### src/rtl/core/itr_pkg.sv
// itr_pkg: shared types, constants and the symbol token table for the
// integer to Roman numeral converter. No dependencies.
package itr_pkg;

    localparam int ValW    = 12;
    localparam int SymW    = 8;
    localparam int NumTok  = 13;
    localparam int TokIdxW = 4;

    localparam logic [ValW-1:0] MaxValue = 12'd3999;

    // ASCII codes of the letters
    localparam logic [SymW-1:0] SymI = 8'h49;
    localparam logic [SymW-1:0] SymV = 8'h56;
    localparam logic [SymW-1:0] SymX = 8'h58;
    localparam logic [SymW-1:0] SymL = 8'h4C;
    localparam logic [SymW-1:0] SymC = 8'h43;
    localparam logic [SymW-1:0] SymD = 8'h44;
    localparam logic [SymW-1:0] SymM = 8'h4D;

    // One greedy token: its weight and one or two letters
    typedef struct packed {
        logic [ValW-1:0] weight;
        logic [SymW-1:0] sym_a;
        logic [SymW-1:0] sym_b;
        logic            pair;
    } t_tok;

    // Controller state, one-hot
    typedef enum logic [1:0] {
        ST_IDLE = 2'b01,
        ST_EMIT = 2'b10
    } t_state;

    // Controller to datapath commands
    typedef struct packed {
        logic load;
        logic step;
    } t_cmd;

    // Datapath to controller status
    typedef struct packed {
        logic in_zero;
        logic out_busy;
        logic final_sym;
    } t_sts;

    // Token table, largest weight first
    function automatic t_tok tok_at(input logic [TokIdxW-1:0] idx);
        t_tok tok;
        unique case (idx)
            4'd0:    tok = '{12'd1000, SymM, SymM, 1'b0};
            4'd1:    tok = '{12'd900,  SymC, SymM, 1'b1};
            4'd2:    tok = '{12'd500,  SymD, SymD, 1'b0};
            4'd3:    tok = '{12'd400,  SymC, SymD, 1'b1};
            4'd4:    tok = '{12'd100,  SymC, SymC, 1'b0};
            4'd5:    tok = '{12'd90,   SymX, SymC, 1'b1};
            4'd6:    tok = '{12'd50,   SymL, SymL, 1'b0};
            4'd7:    tok = '{12'd40,   SymX, SymL, 1'b1};
            4'd8:    tok = '{12'd10,   SymX, SymX, 1'b0};
            4'd9:    tok = '{12'd9,    SymI, SymX, 1'b1};
            4'd10:   tok = '{12'd5,    SymV, SymV, 1'b0};
            4'd11:   tok = '{12'd4,    SymI, SymV, 1'b1};
            default: tok = '{12'd1,    SymI, SymI, 1'b0};
        endcase
        return tok;
    endfunction

endpackage

### src/rtl/core/itr_dp.sv
// itr_dp: datapath of the Roman numeral converter: remainder register,
// greedy token pick, letter select and the output word register. Uses itr_pkg.
module itr_dp (
    input  logic                     i_clk,
    input  logic                     i_rst_n,
    input  itr_pkg::t_cmd            i_cmd,
    output itr_pkg::t_sts            o_sts,
    input  logic [itr_pkg::ValW-1:0] i_value,
    input  logic                     i_out_ready,
    output logic                     o_valid,
    output logic [itr_pkg::SymW-1:0] o_symbol,
    output logic                     o_last
);

    logic [itr_pkg::ValW-1:0]    r_rem,    n_rem;
    logic                        r_phase,  n_phase;
    logic                        r_valid;
    logic [itr_pkg::SymW-1:0]    r_symbol;
    logic                        r_last;

    logic [itr_pkg::TokIdxW-1:0] sel;
    itr_pkg::t_tok               tok;
    logic [itr_pkg::ValW-1:0]    sat_value;
    logic [itr_pkg::SymW-1:0]    cur_sym;
    logic                        tok_done;
    logic                        cur_last;

    // Saturate the incoming integer
    assign sat_value = (i_value > itr_pkg::MaxValue) ? itr_pkg::MaxValue : i_value;

    // Pick the largest token that fits the remainder
    always_comb begin
        itr_pkg::t_tok cand;
        sel = itr_pkg::TokIdxW'(itr_pkg::NumTok - 1);
        for (int k = itr_pkg::NumTok - 1; k >= 0; k--) begin
            cand = itr_pkg::tok_at(itr_pkg::TokIdxW'(k));
            if (r_rem >= cand.weight) begin
                sel = itr_pkg::TokIdxW'(k);
            end
        end
    end

    assign tok      = itr_pkg::tok_at(sel);
    assign cur_sym  = r_phase ? tok.sym_b : tok.sym_a;
    assign tok_done = !tok.pair || r_phase;
    assign cur_last = tok_done && (r_rem == tok.weight);

    // Remainder and token phase
    always_comb begin
        n_rem   = r_rem;
        n_phase = r_phase;
        if (i_cmd.load) begin
            n_rem   = sat_value;
            n_phase = 1'b0;
        end else if (i_cmd.step) begin
            if (tok_done) begin
                n_rem   = r_rem - tok.weight;
                n_phase = 1'b0;
            end else begin
                n_phase = 1'b1;
            end
        end
    end

    always_ff @(posedge i_clk) begin
        r_rem   <= n_rem;
        r_phase <= n_phase;
    end

    // Output word register
    always_ff @(posedge i_clk) begin
        if (!i_rst_n) begin
            r_valid <= 1'b0;
        end else if (i_cmd.step) begin
            r_valid <= 1'b1;
        end else if (i_out_ready) begin
            r_valid <= 1'b0;
        end
    end

    always_ff @(posedge i_clk) begin
        if (i_cmd.step) begin
            r_symbol <= cur_sym;
            r_last   <= cur_last;
        end
    end

    assign o_valid  = r_valid;
    assign o_symbol = r_symbol;
    assign o_last   = r_last;

    assign o_sts.in_zero   = (i_value == '0);
    assign o_sts.out_busy  = r_valid;
    assign o_sts.final_sym = cur_last;

    // A held word is never overwritten
    a_no_overwrite: assert property (@(posedge i_clk) disable iff (!i_rst_n)
        (r_valid && !i_out_ready) |-> !i_cmd.step)
        else $error("output word overwritten while stalled");

    // Letters are only produced from a nonzero remainder
    a_rem_nonzero: assert property (@(posedge i_clk) disable iff (!i_rst_n)
        i_cmd.step |-> (r_rem != '0))
        else $error("step with empty remainder");

    // Finishing a token strictly lowers the remainder
    a_rem_drops: assert property (@(posedge i_clk) disable iff (!i_rst_n)
        (i_cmd.step && tok_done) |=> (r_rem < $past(r_rem)))
        else $error("remainder did not drop");

endmodule

### src/rtl/core/itr_ctrl.sv
// itr_ctrl: controller of the Roman numeral converter: takes input words
// and paces letter emission. Uses itr_pkg.
module itr_ctrl (
    input  logic          i_clk,
    input  logic          i_rst_n,
    input  logic          i_valid,
    output logic          o_ready,
    input  logic          i_out_ready,
    input  itr_pkg::t_sts i_sts,
    output itr_pkg::t_cmd o_cmd
);

    itr_pkg::t_state r_state, n_state;
    logic            slot_free;

    assign slot_free = !i_sts.out_busy || i_out_ready;

    // Next state and commands
    always_comb begin
        n_state    = r_state;
        o_cmd.load = 1'b0;
        o_cmd.step = 1'b0;
        unique case (r_state)
            itr_pkg::ST_IDLE: begin
                if (i_valid) begin
                    o_cmd.load = 1'b1;
                    if (!i_sts.in_zero) begin
                        n_state = itr_pkg::ST_EMIT;
                    end
                end
            end
            itr_pkg::ST_EMIT: begin
                if (slot_free) begin
                    o_cmd.step = 1'b1;
                    if (i_sts.final_sym) begin
                        n_state = itr_pkg::ST_IDLE;
                    end
                end
            end
            default: n_state = itr_pkg::ST_IDLE;
        endcase
    end

    always_ff @(posedge i_clk) begin
        if (!i_rst_n) begin
            r_state <= itr_pkg::ST_IDLE;
        end else begin
            r_state <= n_state;
        end
    end

    assign o_ready = (r_state == itr_pkg::ST_IDLE);

endmodule

### src/rtl/core/int_to_roman_numeral_top.sv
// int_to_roman_numeral_top: top level of the Roman numeral converter.
// Instantiates itr_ctrl and itr_dp; uses itr_pkg.
//
// Usage:
//   Input channel (i_valid/o_ready, i_value): one 12-bit unsigned integer
//   per word. Values above 3999 are clamped to 3999.
//   Output channel (o_valid/i_ready, o_symbol, o_last): one ASCII letter per
//   word, most significant place first; o_last marks the final letter.
//   A zero input is consumed and produces no output words.
// Flow:
//   A taken word is loaded into the remainder register; the first letter is
//   then written to the output register once that register is free, and the
//   rest follow one per cycle while the receiver keeps up. A numeral has at
//   most 15 letters. The emit loop produces one letter per cycle from a
//   remainder register while the output register is free or being emptied.
//   The next input is taken as soon as the final letter sits in the output
//   register, even if it has not been collected yet.
// Reset: i_rst_n, synchronous active low, returns to idle and empties the
//   output register. When the receiver stalls, the held letter stays put and
//   emission pauses until it is taken.
module int_to_roman_numeral_top (
    input  logic                     i_clk,
    input  logic                     i_rst_n,
    input  logic                     i_valid,
    output logic                     o_ready,
    input  logic [itr_pkg::ValW-1:0] i_value,
    output logic                     o_valid,
    input  logic                     i_ready,
    output logic [itr_pkg::SymW-1:0] o_symbol,
    output logic                     o_last
);

    itr_pkg::t_cmd cmd;
    itr_pkg::t_sts sts;

    itr_ctrl u_ctrl (
        .i_clk       (i_clk),
        .i_rst_n     (i_rst_n),
        .i_valid     (i_valid),
        .o_ready     (o_ready),
        .i_out_ready (i_ready),
        .i_sts       (sts),
        .o_cmd       (cmd)
    );

    itr_dp u_dp (
        .i_clk       (i_clk),
        .i_rst_n     (i_rst_n),
        .i_cmd       (cmd),
        .o_sts       (sts),
        .i_value     (i_value),
        .i_out_ready (i_ready),
        .o_valid     (o_valid),
        .o_symbol    (o_symbol),
        .o_last      (o_last)
    );

endmodule
### config.mk
export PLATFORM = sky130hd
export DESIGN_NAME = int_to_roman_numeral_top
export DESIGN_NICKNAME = d
export VERILOG_FILES = /design/src/rtl/core/itr_pkg.sv /design/src/rtl/core/itr_dp.sv /design/src/rtl/core/itr_ctrl.sv /design/src/rtl/core/int_to_roman_numeral_top.sv
export SDC_FILE = /design/constraint.sdc
export NUM_CORES = 1
export LEC_CHECK = 0
export ABC_AREA = 1
export BUFFER_PORTS_ARGS = -buffer_cell sky130_fd_sc_hd__buf_2
export CAP_MARGIN = 20
export CORE_MARGIN = 5
export CORE_UTILIZATION = 53
export DETAILED_ROUTE_END_ITERATION = 8
export PLACE_DENSITY = 0.88
export SLEW_MARGIN = 40
export SYNTH_ARGS = -nofsm -noshare
export SYNTH_HDL_FRONTEND = slang
export SYNTH_HIERARCHICAL = 1
export SYNTH_SLANG_ARGS = --single-unit
### constraint.sdc
create_clock -name i_clk -period 3.8 [get_ports i_clk]
set_input_delay 0.38 -clock i_clk [delete_from_list [all_inputs] [get_ports i_clk]]
set_output_delay 0.38 -clock i_clk [all_outputs]
set_load 0.01 [all_outputs]
# [Yosys cells after proc, flatten, opt, wreduce, memory -nomap -nowiden]
# Memory sizes are Yosys's and may differ from the RTL's.
# Cells that the tools add are included.
# Widths: inputs -> output; s select.
[totals] register_bits=25 latch_bits=0 ramBits=0 mem_bits_ro=336 in_bits=16 output_inout_bits=11 word_cells=68 n_memories=1
[classes] add_sub_neg=1 n_mul=0 div_mod_pow=0 magnitude_cmp=13 n_eq_ne=7 shifts=0 mux=29 bitwise=0 n_reduce_logical=11
[mem_list] name="(no name shown)" words=16 width=21 rd=1 rd_ports_with_merged_regs=0 write_ports=0 line="itr_pkg.sv:51" rtl="unique case (idx)"
[op_table] cell="$mux 12" count=4
[op_table] cell="$mux 4" count=8
[op_table] cell="$ge 12x10->1 const B" count=2
[op_table] cell="$ge 12x3->1 const B" count=2
[op_table] cell="$ge 12x4->1 const B" count=2
[op_table] cell="$ge 12x6->1 const B" count=2
[op_table] cell="$ge 12x7->1 const B" count=2
[op_table] cell="$ge 12x9->1 const B" count=2
[op_table] cell="$eq 12x12->1" count=1
[op_table] cell="$gt 12x12->1 const B" count=1
[op_table] cell="$logic_not 12->1" count=1
[op_table] cell="$mux 3" count=4
[op_table] cell="$sub 12x12->12" count=1
[op_table] cell="$mux 2" count=4
[op_table] cell="$mux 8" count=1
[op_table] cell="$mux 1" count=7
[op_table] cell="$reduce_bool 2->1" count=3
[op_table] cell="$ne 2x1->1 const B" count=2
[op_table] cell="$ne 2x2->1 const B" count=2
[op_table] cell="$pmux 2 s2" count=1
[op_table] cell="$reduce_and 4->1" count=1
[op_table] cell="$eq 2x1->1 const B" count=1
[op_table] cell="$eq 2x2->1 const B" count=1
[op_table] cell="$logic_not 1->1" count=2
[op_table] cell="3 further kinds" count=4

# [Depth between registers and ports, before layout]
# Gate-level depths: netlist (run 1).
# An unclocked memory read counts as a cell.
[logic_depth] word_depth=20 mapped_depth=30 depth_no_buf=30

# [Modules after synthesis]
# The synthesis (run 1) kept the hierarchy.
[modules_own_cells] mod="itr_dp" n_inst=1 cells_each=281 area_per_inst_um2=2009.4 seq_area_each_um2=580.6
[modules_own_cells] mod="itr_ctrl" n_inst=1 cells_each=18 area_per_inst_um2=126.4 seq_area_each_um2=40.0

# [Worst setup path after synthesis (run 1)]
# Ideal clock, no wire load.
[synth_timing] kind="register -> register" start="register u_dp/r_rem[7] (netlist bit)" end="register u_dp/r_rem[10] (netlist bit) (data pin)" setup_ns=0.259 arrival_ns=3.323 required_time_ns=3.541 slack_ns=0.218 path_stages_with_launch=26 n_path_buf=0 synth_period_minus_slack_ns=3.582 cell_sequence="edfxtp_1 > nor2_2 > nand4_2 > nor2_4 > inv_2 > a21oi_1 > o31ai_1 > nand2_1 > inv_1 > ha_1 > nor2_1 > inv_1 > nand2_1 > nand2_1 > inv_1 > fa_1 > nor2_1 > nor2_1 > nor2_1 > nor3b_1 > nor2_1 > o21ai_0 > nand2_1 > o21ai_0 > a21oi_1 > a21oi_1"
[synth_between] elab_chain_len=18 word_cells_on_any_way=29 cone_classes="add/sub: 1; order compare: 12; mux: 15; memory: 1"
[synth_lines] item="start: declaration" line="itr_dp.sv:15" rtl="logic [itr_pkg::ValW-1:0] r_rem, n_rem;"
[synth_lines] item="start signal: assignment" line="itr_dp.sv:66" rtl="r_rem <= n_rem;"
[synth_lines] item="$ge 12x3->1" line="itr_dp.sv:37" rtl="if (r_rem >= cand.weight) begin"
[synth_lines] item="$mux 3 (4 in a row)" line="itr_dp.sv:37"
[synth_lines] item="$mux 4 (8 in a row)" line="itr_dp.sv:37"
[synth_lines] item="$mem_v2 16x21"
[synth_lines] item="$sub 12x12->12 (*)" line="itr_dp.sv:57" rtl="n_rem = r_rem - tok.weight;"
[synth_lines] item="$mux 12 (*)" line="itr_dp.sv:56" rtl="if (tok_done) begin"
[synth_lines] item="$mux 12 (*)" line="itr_dp.sv:55" rtl="end else if (i_cmd.step) begin"
[synth_lines] item="$mux 12 (*)" line="itr_dp.sv:52" rtl="if (i_cmd.load) begin"
[synth_lines] item="named net u_dp.n_rem (one bit)" line="itr_dp.sv:15"
# Mark *: on every way through the listed nets, which the timed path passes. The rest lies on a longest branch. The select of a mux whose other input is x is not followed.
# A chain may end at the register's enable or synchronous reset.

# [Final worst setup path (run 1)]
[layout_timing] start="register u_dp/r_rem[11] (netlist bit)" end="register u_dp/r_rem[10] (netlist bit) (data pin)"
[layout_between] elab_chain_len=18 word_cells_on_any_way=29 cone_classes="add/sub: 1; order compare: 12; mux: 15; memory: 1"
[layout_lines] item="$ge 12x3->1" line="itr_dp.sv:37"
[layout_lines] item="$mux 3 (4 in a row)" line="itr_dp.sv:37"
[layout_lines] item="$mux 4 (7 in a row)" line="itr_dp.sv:37"
[layout_lines] item="$mux 4 (*)" line="itr_dp.sv:37"
[layout_lines] item="$mem_v2 16x21 (*)"
[layout_lines] item="$sub 12x12->12 (*)" line="itr_dp.sv:57"
[layout_lines] item="$mux 12 (*)" line="itr_dp.sv:56"
[layout_lines] item="$mux 12 (*)" line="itr_dp.sv:55"
[layout_lines] item="$mux 12 (*)" line="itr_dp.sv:52"
[layout_lines] item="named net u_dp.n_rem (one bit)" line="itr_dp.sv:15"
# Marks and branches as above.

==> impl_metrics.yaml, run 1 <==
drt:
  postRouteAntennaNets: 0
  drt-wirelength-per-cell_um: 15.00
  wirelength_um: 5941
  via_per_inst: 5.778
  first_pass_iters: 4
  route.detailed.drc: 0
  drt_iter0_drc: 251
  vias: 2288
layout:
  nFillCells: 296
  diodes: 0
  mostFrequentLayoutCells: "62 x nand2_1, 45 x inv_1, 27 x buf_4, 25 x nor2_1, 23 x buf_2"
  area_delta_synth_final_pct: 24.37
  final_cell_count_no_fill: 396
  final_nets: 381
  final_common_cell: "nand2_1"
  drive_gt1_share_pct: 29.77
  final_util_pct: 67.38
power:
  p_clk_share_pct: 14.8
  leakage_nw: 1.303
  finalPower_mw: 1.521
  p_sw_share_pct: 44.66
  p_sw_mw: 0.6794
  p_seq_share_pct: 24.3
  power_density_nw_per_um2: 572.7
  vdd_drop_max_mv: 0.4129
  internal_power_mw: 0.8419
  pwr-share-comb_pct: 60.9
place:
  dp_slack_ps: 18.71
  detailedPlacementHpwl_um: 3953
  dp.cells: 374
  numPortBuffers: 23
  gp_congestion: 0.9443
synthesis:
  syn-mean-instance-area_um2: 7.143
  synthArstFlopShare_pct: 0
  yosysWarnings: 6
  synth-seq-cells: 22
  mappedNetlistArea_um2: 2136
  synthCells: 299
  synth_top_flop_cell: "edfxtp_1"
  ys_seq_area_share_pct: 29.06
  synth_edf_count: 18
  ys_types: 46
worst_setup_path:
  cp-start-kind: "register"
  reg2reg_from: "u_dp/r_rem[11]$_DFFE_PP_"
  r2r_end: "u_dp/r_rem[10]$_DFFE_PP_"
  cp-end-kind: "register"
  worstSetupPathType: "register to register"
  critPathRequiredTime_ps: 3820
  path_max_fanout: 4
  setup.reg_to_reg.worst_slack_ps: 40
  cp-startpoint: "u_dp/r_rem[11]$_DFFE_PP_"
  worstRegToRegCells: 26
  arrival_ps: 3780
hold_path:
  hold_class: "input pin to register"
  holdPathStages: 2
  holdPathEnd: "u_ctrl/r_state[0]$_SDFFE_PN1P_"
  hold_start: "i_rst_n"
sta:
  setup_ws_ps: 37.88
  period_share_pct: 99.00
  setup_viol: 0
  slew_violations: 0
  max_freq_mhz: 265.8
  tns_ps: 0
  grt_setup_unrepaired: "yes"
  min_period_ps: 3762
  finalClockSkew_ps: 7.122
  hold_viol: 0
global_route:
  grt_max_degree: 15
  globalRouteOverflowTotal: 0
  grt_first_pass_wirelength_um: 8556
  grt_pass1_vias: 1922
  grtUsageTotal_pct: 20.60
  antenna_found_initial: 0
floorplanning:
  floorplan.initialDensity_pct: 54.17
  row_count: 23
  fp.dieArea_um2: 5399
  chipHeight_um: 73.48
  die_w_um: 73.48
  io_pins: 27
  core-area_um2: 3943
clock_network:
  cts_root_buf: "clkbuf_8"
  clk_pin_slew_worst_paths_ps: 80
  hold_buffers: 0
  clock_latency_ps: 270
  cts_tree: "built"
  htree_levels: 1
  numCtsBuffers: 3
  cts_sinks: 22
  clockBufferDepth: 2
job:
  max_cap_viol_count: 0
run_status:
  status: "completed"
## state kept, by name (all words and copies together) (netlist names)
register and cells:
u_ctrl/r_state 2, u_dp/o_last 1, u_dp/o_symbol 5, u_dp/o_valid 1, u_dp/r_phase 1, u_dp/r_rem 12
## metal layers
metal	up-vias	GRT usage [%]	wire, µm
met2	135	35.04	2884
met1	1049	25.26	2254
li1	1076	-	-
met4	0	9.859	323
met3	28	3.146	479
met5	-	0	0
## critical path, cell delays in order, from the launching register on
cell	delay, ps
edfxtp_1	430
nor2_4	190
buf_4	140
buf_4	90
nand2_1	50
a41oi_2	170
and2_1	170
o31ai_1	70
nand2_1	140
inv_2	90
ha_4	280
nor2_1	40
inv_1	60
nand2_1	60
nand2_2	80
inv_2	50
fa_2	420
nor2_4	140
nor2_4	50
nor2_2	100
nor3b_2	60
nor2_1	140
o21ai_1	80
nand2_1	100
o21ai_0	90
a21oi_1	160
a21oi_1	60
## power groups by stage
stage / Combinational [mW] / Sequential [mW] / Clock [mW]
after floorplan: 0.513 / 0.364 / 0
after global placement: 0.663 / 0.370 / 0
after detailed placement: 0.679 / 0.371 / 0
after CTS: 0.700 / 0.366 / 0.226
after global routing: 1.01 / 0.374 / 0.237
final: 0.926 / 0.370 / 0.226
## final cells by class
cell class / count / area (µm²) / area share, %
multi-input combinational: 219 / 1393 / 52.43
tap: 50 / 62.56 / 2.355
clock inverter: 1 / 30.03 / 1.130
clock buffer: 3 / 41.29 / 1.554
inverter: 51 / 191.4 / 7.207
sequential: 22 / 620.6 / 23.36
timing repair buffer: 50 / 317.8 / 11.96
## metrics by stage
| stage | hold slack (ps) | instance area (µm²) |
|---|---|---|
| global route | 321.8 | 2656 |
| global placement | 541.4 | 2325 |
| detailed placement | 557.9 | 2325 |
| CTS | 319.2 | 2419 |
| floorplan | 448.7 | 2140 |
| finish | 314.0 | 2656 |
## what timing repair did
item                       CTS  global route
setup endpoints to repair    2             8
setup buffers                3            15
resized for setup            1            34
pin swaps                    1            16
## how the worst max path moves through the flow
stage	end	slack, ps
detailed placement	u_dp/r_rem[10]$_DFFE_PP_	20
floorplan	u_dp/r_rem[10]$_DFFE_PP_	220
global placement	u_dp/r_rem[10]$_DFFE_PP_	130
global route	u_dp/r_rem[10]$_DFFE_PP_	-200
finish	u_dp/r_rem[10]$_DFFE_PP_	40
CTS	u_dp/r_rem[10]$_DFFE_PP_	20
## cells by family after synthesis
logic type	after synthesis	share of synthesized area [%]
AND/OR/NAND/NOR	140	30.70
other	2	0.3516
buffers and inverters	59	11.77
adder cells (fa/ha/maj)	18	10.90
XOR/XNOR	3	1.230
AO/OA/AOI/OAI	55	15.99
flip-flops	22	29.06
## Yosys cell counts (2+ instances only)
cell type | number | area share [%]
nand2_1 | 65 | 11
inv_1 | 48 | 8.4
nor2_1 | 30 | 5.3
edfxtp_1 | 18 | 25
a21oi_1 | 17 | 4.0
ha_1 | 17 | 10
nand3_1 | 13 | 3.0
o21ai_0 | 13 | 3.0
buf_4 | 6 | 2.1
nand2_2 | 6 | 1.8
a22oi_1 | 5 | 1.8
nor2_2 | 5 | 1.5
dfxtp_1 | 4 | 3.7
o211ai_1 | 4 | 1.4
nand3_2 | 3 | 1.4
nor3_1 | 3 | 0.70
o31ai_1 | 3 | 1.1
conb_1 | 2 | 0.35
inv_2 | 2 | 0.35
nand4_1 | 2 | 0.59
nand4_2 | 2 | 1.2
nor2_4 | 2 | 1.1
nor4_1 | 2 | 0.59
o21a_1 | 2 | 0.70
o21ai_1 | 2 | 0.47
o22ai_1 | 2 | 0.59
xor2_1 | 2 | 0.82
(Power assumes the default switching activity.)
==> inputs of run 2 (changes only) <==
--- a/config.mk
+++ b/config.mk
@@ -11,5 +11,6 @@
 export CORE_MARGIN = 5
-export CORE_UTILIZATION = 53
+export CORE_UTILIZATION = 55
+export CTS_BUF_LIST = sky130_fd_sc_hd__clkbuf_8
 export DETAILED_ROUTE_END_ITERATION = 8
-export PLACE_DENSITY = 0.88
+export PLACE_DENSITY = 0.9
 export SLEW_MARGIN = 40
==> constraint.sdc (replaced) <==
create_clock -name i_clk -period 3.8 [get_ports i_clk]
set_input_delay 0.76 -clock i_clk [delete_from_list [all_inputs] [get_ports i_clk]]
set_output_delay 0.76 -clock i_clk [all_outputs]
set_load 0.01 [all_outputs]
==> run 2 against run 1 <==
The run now ends with negative setup slack left. Global-route usage up 0.22 points. Sequential share of layout area about the same. Wire length up 5.7%. Sequential power up 1%. Sequential cell count unchanged. Clock power up 2%. Register-to-register slack worse by 50 ps. Via count up 1.1%. Hold slack better by 260 ps. Cell count down 1.3%. Die area down 3.1%. Fmax down 1.3%. Critical path type unchanged.
==> impl_metrics.yaml, run 2 (synthesis results as in run 1) <==
sta:
  period_share_pct: 100.3
  finalClockSkew_ps: 8.591
  setup_viol: 2
  slew_violations: 0
  max_freq_mhz: 262.3
  hold_viol: 0
  setup_ws_ps: -13.12
  min_period_ps: 3813
worst_setup_path:
  critPathRequiredTime_ps: 3810
  worstRegToRegCells: 25
  cp-end-kind: "register"
  cp-start-kind: "register"
  arrival_ps: 3830
  path_max_fanout: 5
  worstSetupPathType: "register to register"
run_status:
  status: "finished with violations"
  violations: "negative setup slack"
global_route:
  grtUsageTotal_pct: 20.82
  grt_first_pass_wirelength_um: 8880
  grt_pass1_vias: 2017
  grt_max_degree: 15
  globalRouteOverflowTotal: 0
  antenna_found_initial: 0
drt:
  via_per_inst: 5.916
  drt_iter0_drc: 289
  route.detailed.drc: 0
  wirelength_um: 6277
  postRouteAntennaNets: 0
  drt-wirelength-per-cell_um: 16.05
  vias: 2313
  first_pass_iters: 5
layout:
  top_register: "u_dp/r_rem"
  final_util_pct: 71.45
  largest_reg_flops: 12
  drive_gt1_share_pct: 30.03
  area_delta_synth_final_pct: 24.31
  mostFrequentLayoutCells: "61 x nand2_1, 47 x inv_1, 24 x nor2_1, 24 x buf_4, 23 x buf_2"
  diodes: 0
  nFillCells: 262
  final_cell_area_um2: 2655
  final_nets: 378
  final_common_cell: "nand2_1"
floorplanning:
  core-area_um2: 3716
  floorplan.initialDensity_pct: 57.47
  io_pins: 27
  row_count: 22
  die_w_um: 72.32
  fp.dieArea_um2: 5229
  chipHeight_um: 72.32
clock_network:
  clock_latency_ps: 270
  cts_sinks: 22
  cts_tree: "built"
  htree_levels: 1
  clockBufferDepth: 2
  cts_root_buf: "clkbuf_8"
  numCtsBuffers: 3
  clk_pin_slew_worst_paths_ps: 100
  hold_buffers: 0
power:
  vdd_drop_max_mv: 0.4520
  leakage_nw: 1.285
  power_density_nw_per_um2: 588.1
  finalPower_mw: 1.561
hold_path:
  hold_class: "register to register"
  holdPathStages: 2
place:
  dp_slack_ps: 54.11
  numPortBuffers: 23
  detailedPlacementHpwl_um: 4001
  gp_congestion: 0.8977
  dpl-instance-area_um2: 2330
job:
  max_cap_viol_count: 0
## run 2: changes by cell type in the layout (fill, tap and decap cells not counted), sizes merged
cell and change:
buf -3
## run 2: area by class of cell
class                   count  area (µm²)  area share (%)
multi-input cells         219        1416           53.35
flip-flops and latches     22       620.6           23.37
repair buffers             47       295.3           11.12
inverters                  51       191.4           7.210
well taps                  48       60.06           2.262
clock buffers               3       41.29           1.555
clock inverters             1       30.03           1.131
## run 2: path summary, 6_finish.rpt
kind	start	endpoint	slack [ps]
min reg2reg	u_ctrl/r_state[0]$_SDFFE_PN1P_	u_ctrl/r_state[1]$_SDFFE_PN0P_	570
max reg2reg	u_dp/r_rem[2]$_DFFE_PP_	u_dp/r_rem[9]$_DFFE_PP_	-10
min	u_ctrl/r_state[0]$_SDFFE_PN1P_	u_ctrl/r_state[1]$_SDFFE_PN0P_	570
max	u_dp/r_rem[2]$_DFFE_PP_	u_dp/r_rem[9]$_DFFE_PP_	-10
## run 2: metrics by stage
stage	instances	setup TNS [ps]	hold slack [ps]
6_report	391	-22.98	569.8
5_1_grt	391	-1574	594.1
4_1_cts	377	0	566.0
3_5_place_dp	373	0	557.4
3_3_place_gp	373	0	540.3
2_1_floorplan	300	0	520.3
## run 2: per-layer routing
layer	GRT usage [%]	share of wire, %	wire [µm]
met1	27.52	39	2472
met3	2.632	7.9	498
met5	0	0	0
met4	5.219	4.6	288
met2	35.89	48	3019
## run 2: worst max-delay path: stages (launching register included)
cell and delay [ps]:
edfxtp_1 520, o21ai_1 250, nand2_1 90, nor2_1 130, nand2_1 70, nand2_1 70
nand2_1 50, nand2_1 50, nand2_1 50, nand2_1 50, nand2_1 60, nand2_2 100
nand2_4 90, ha_4 200, nor2_2 110, nor2_1 80, a21boi_1 230, ha_1 310
buf_4 180, a21oi_4 170, o21ai_2 90, nand2_1 80, nand3_1 100, or2_2 300
nand3_1 70, o21ai_0 80
## run 2: where the power goes
part           leakage (nW)  internal, mW  switching (mW)  total, mW
clock network        0.0357         0.141          0.0891      0.230
registers             0.203         0.325          0.0491      0.374
logic                  1.05         0.387           0.570      0.957
total                  1.29         0.853           0.708       1.56
## run 2: timing repair
action                     in CTS  in global routing
setup buffers                   0                 14
gates resized for setup         0                 40
setup endpoints to repair       0                  7
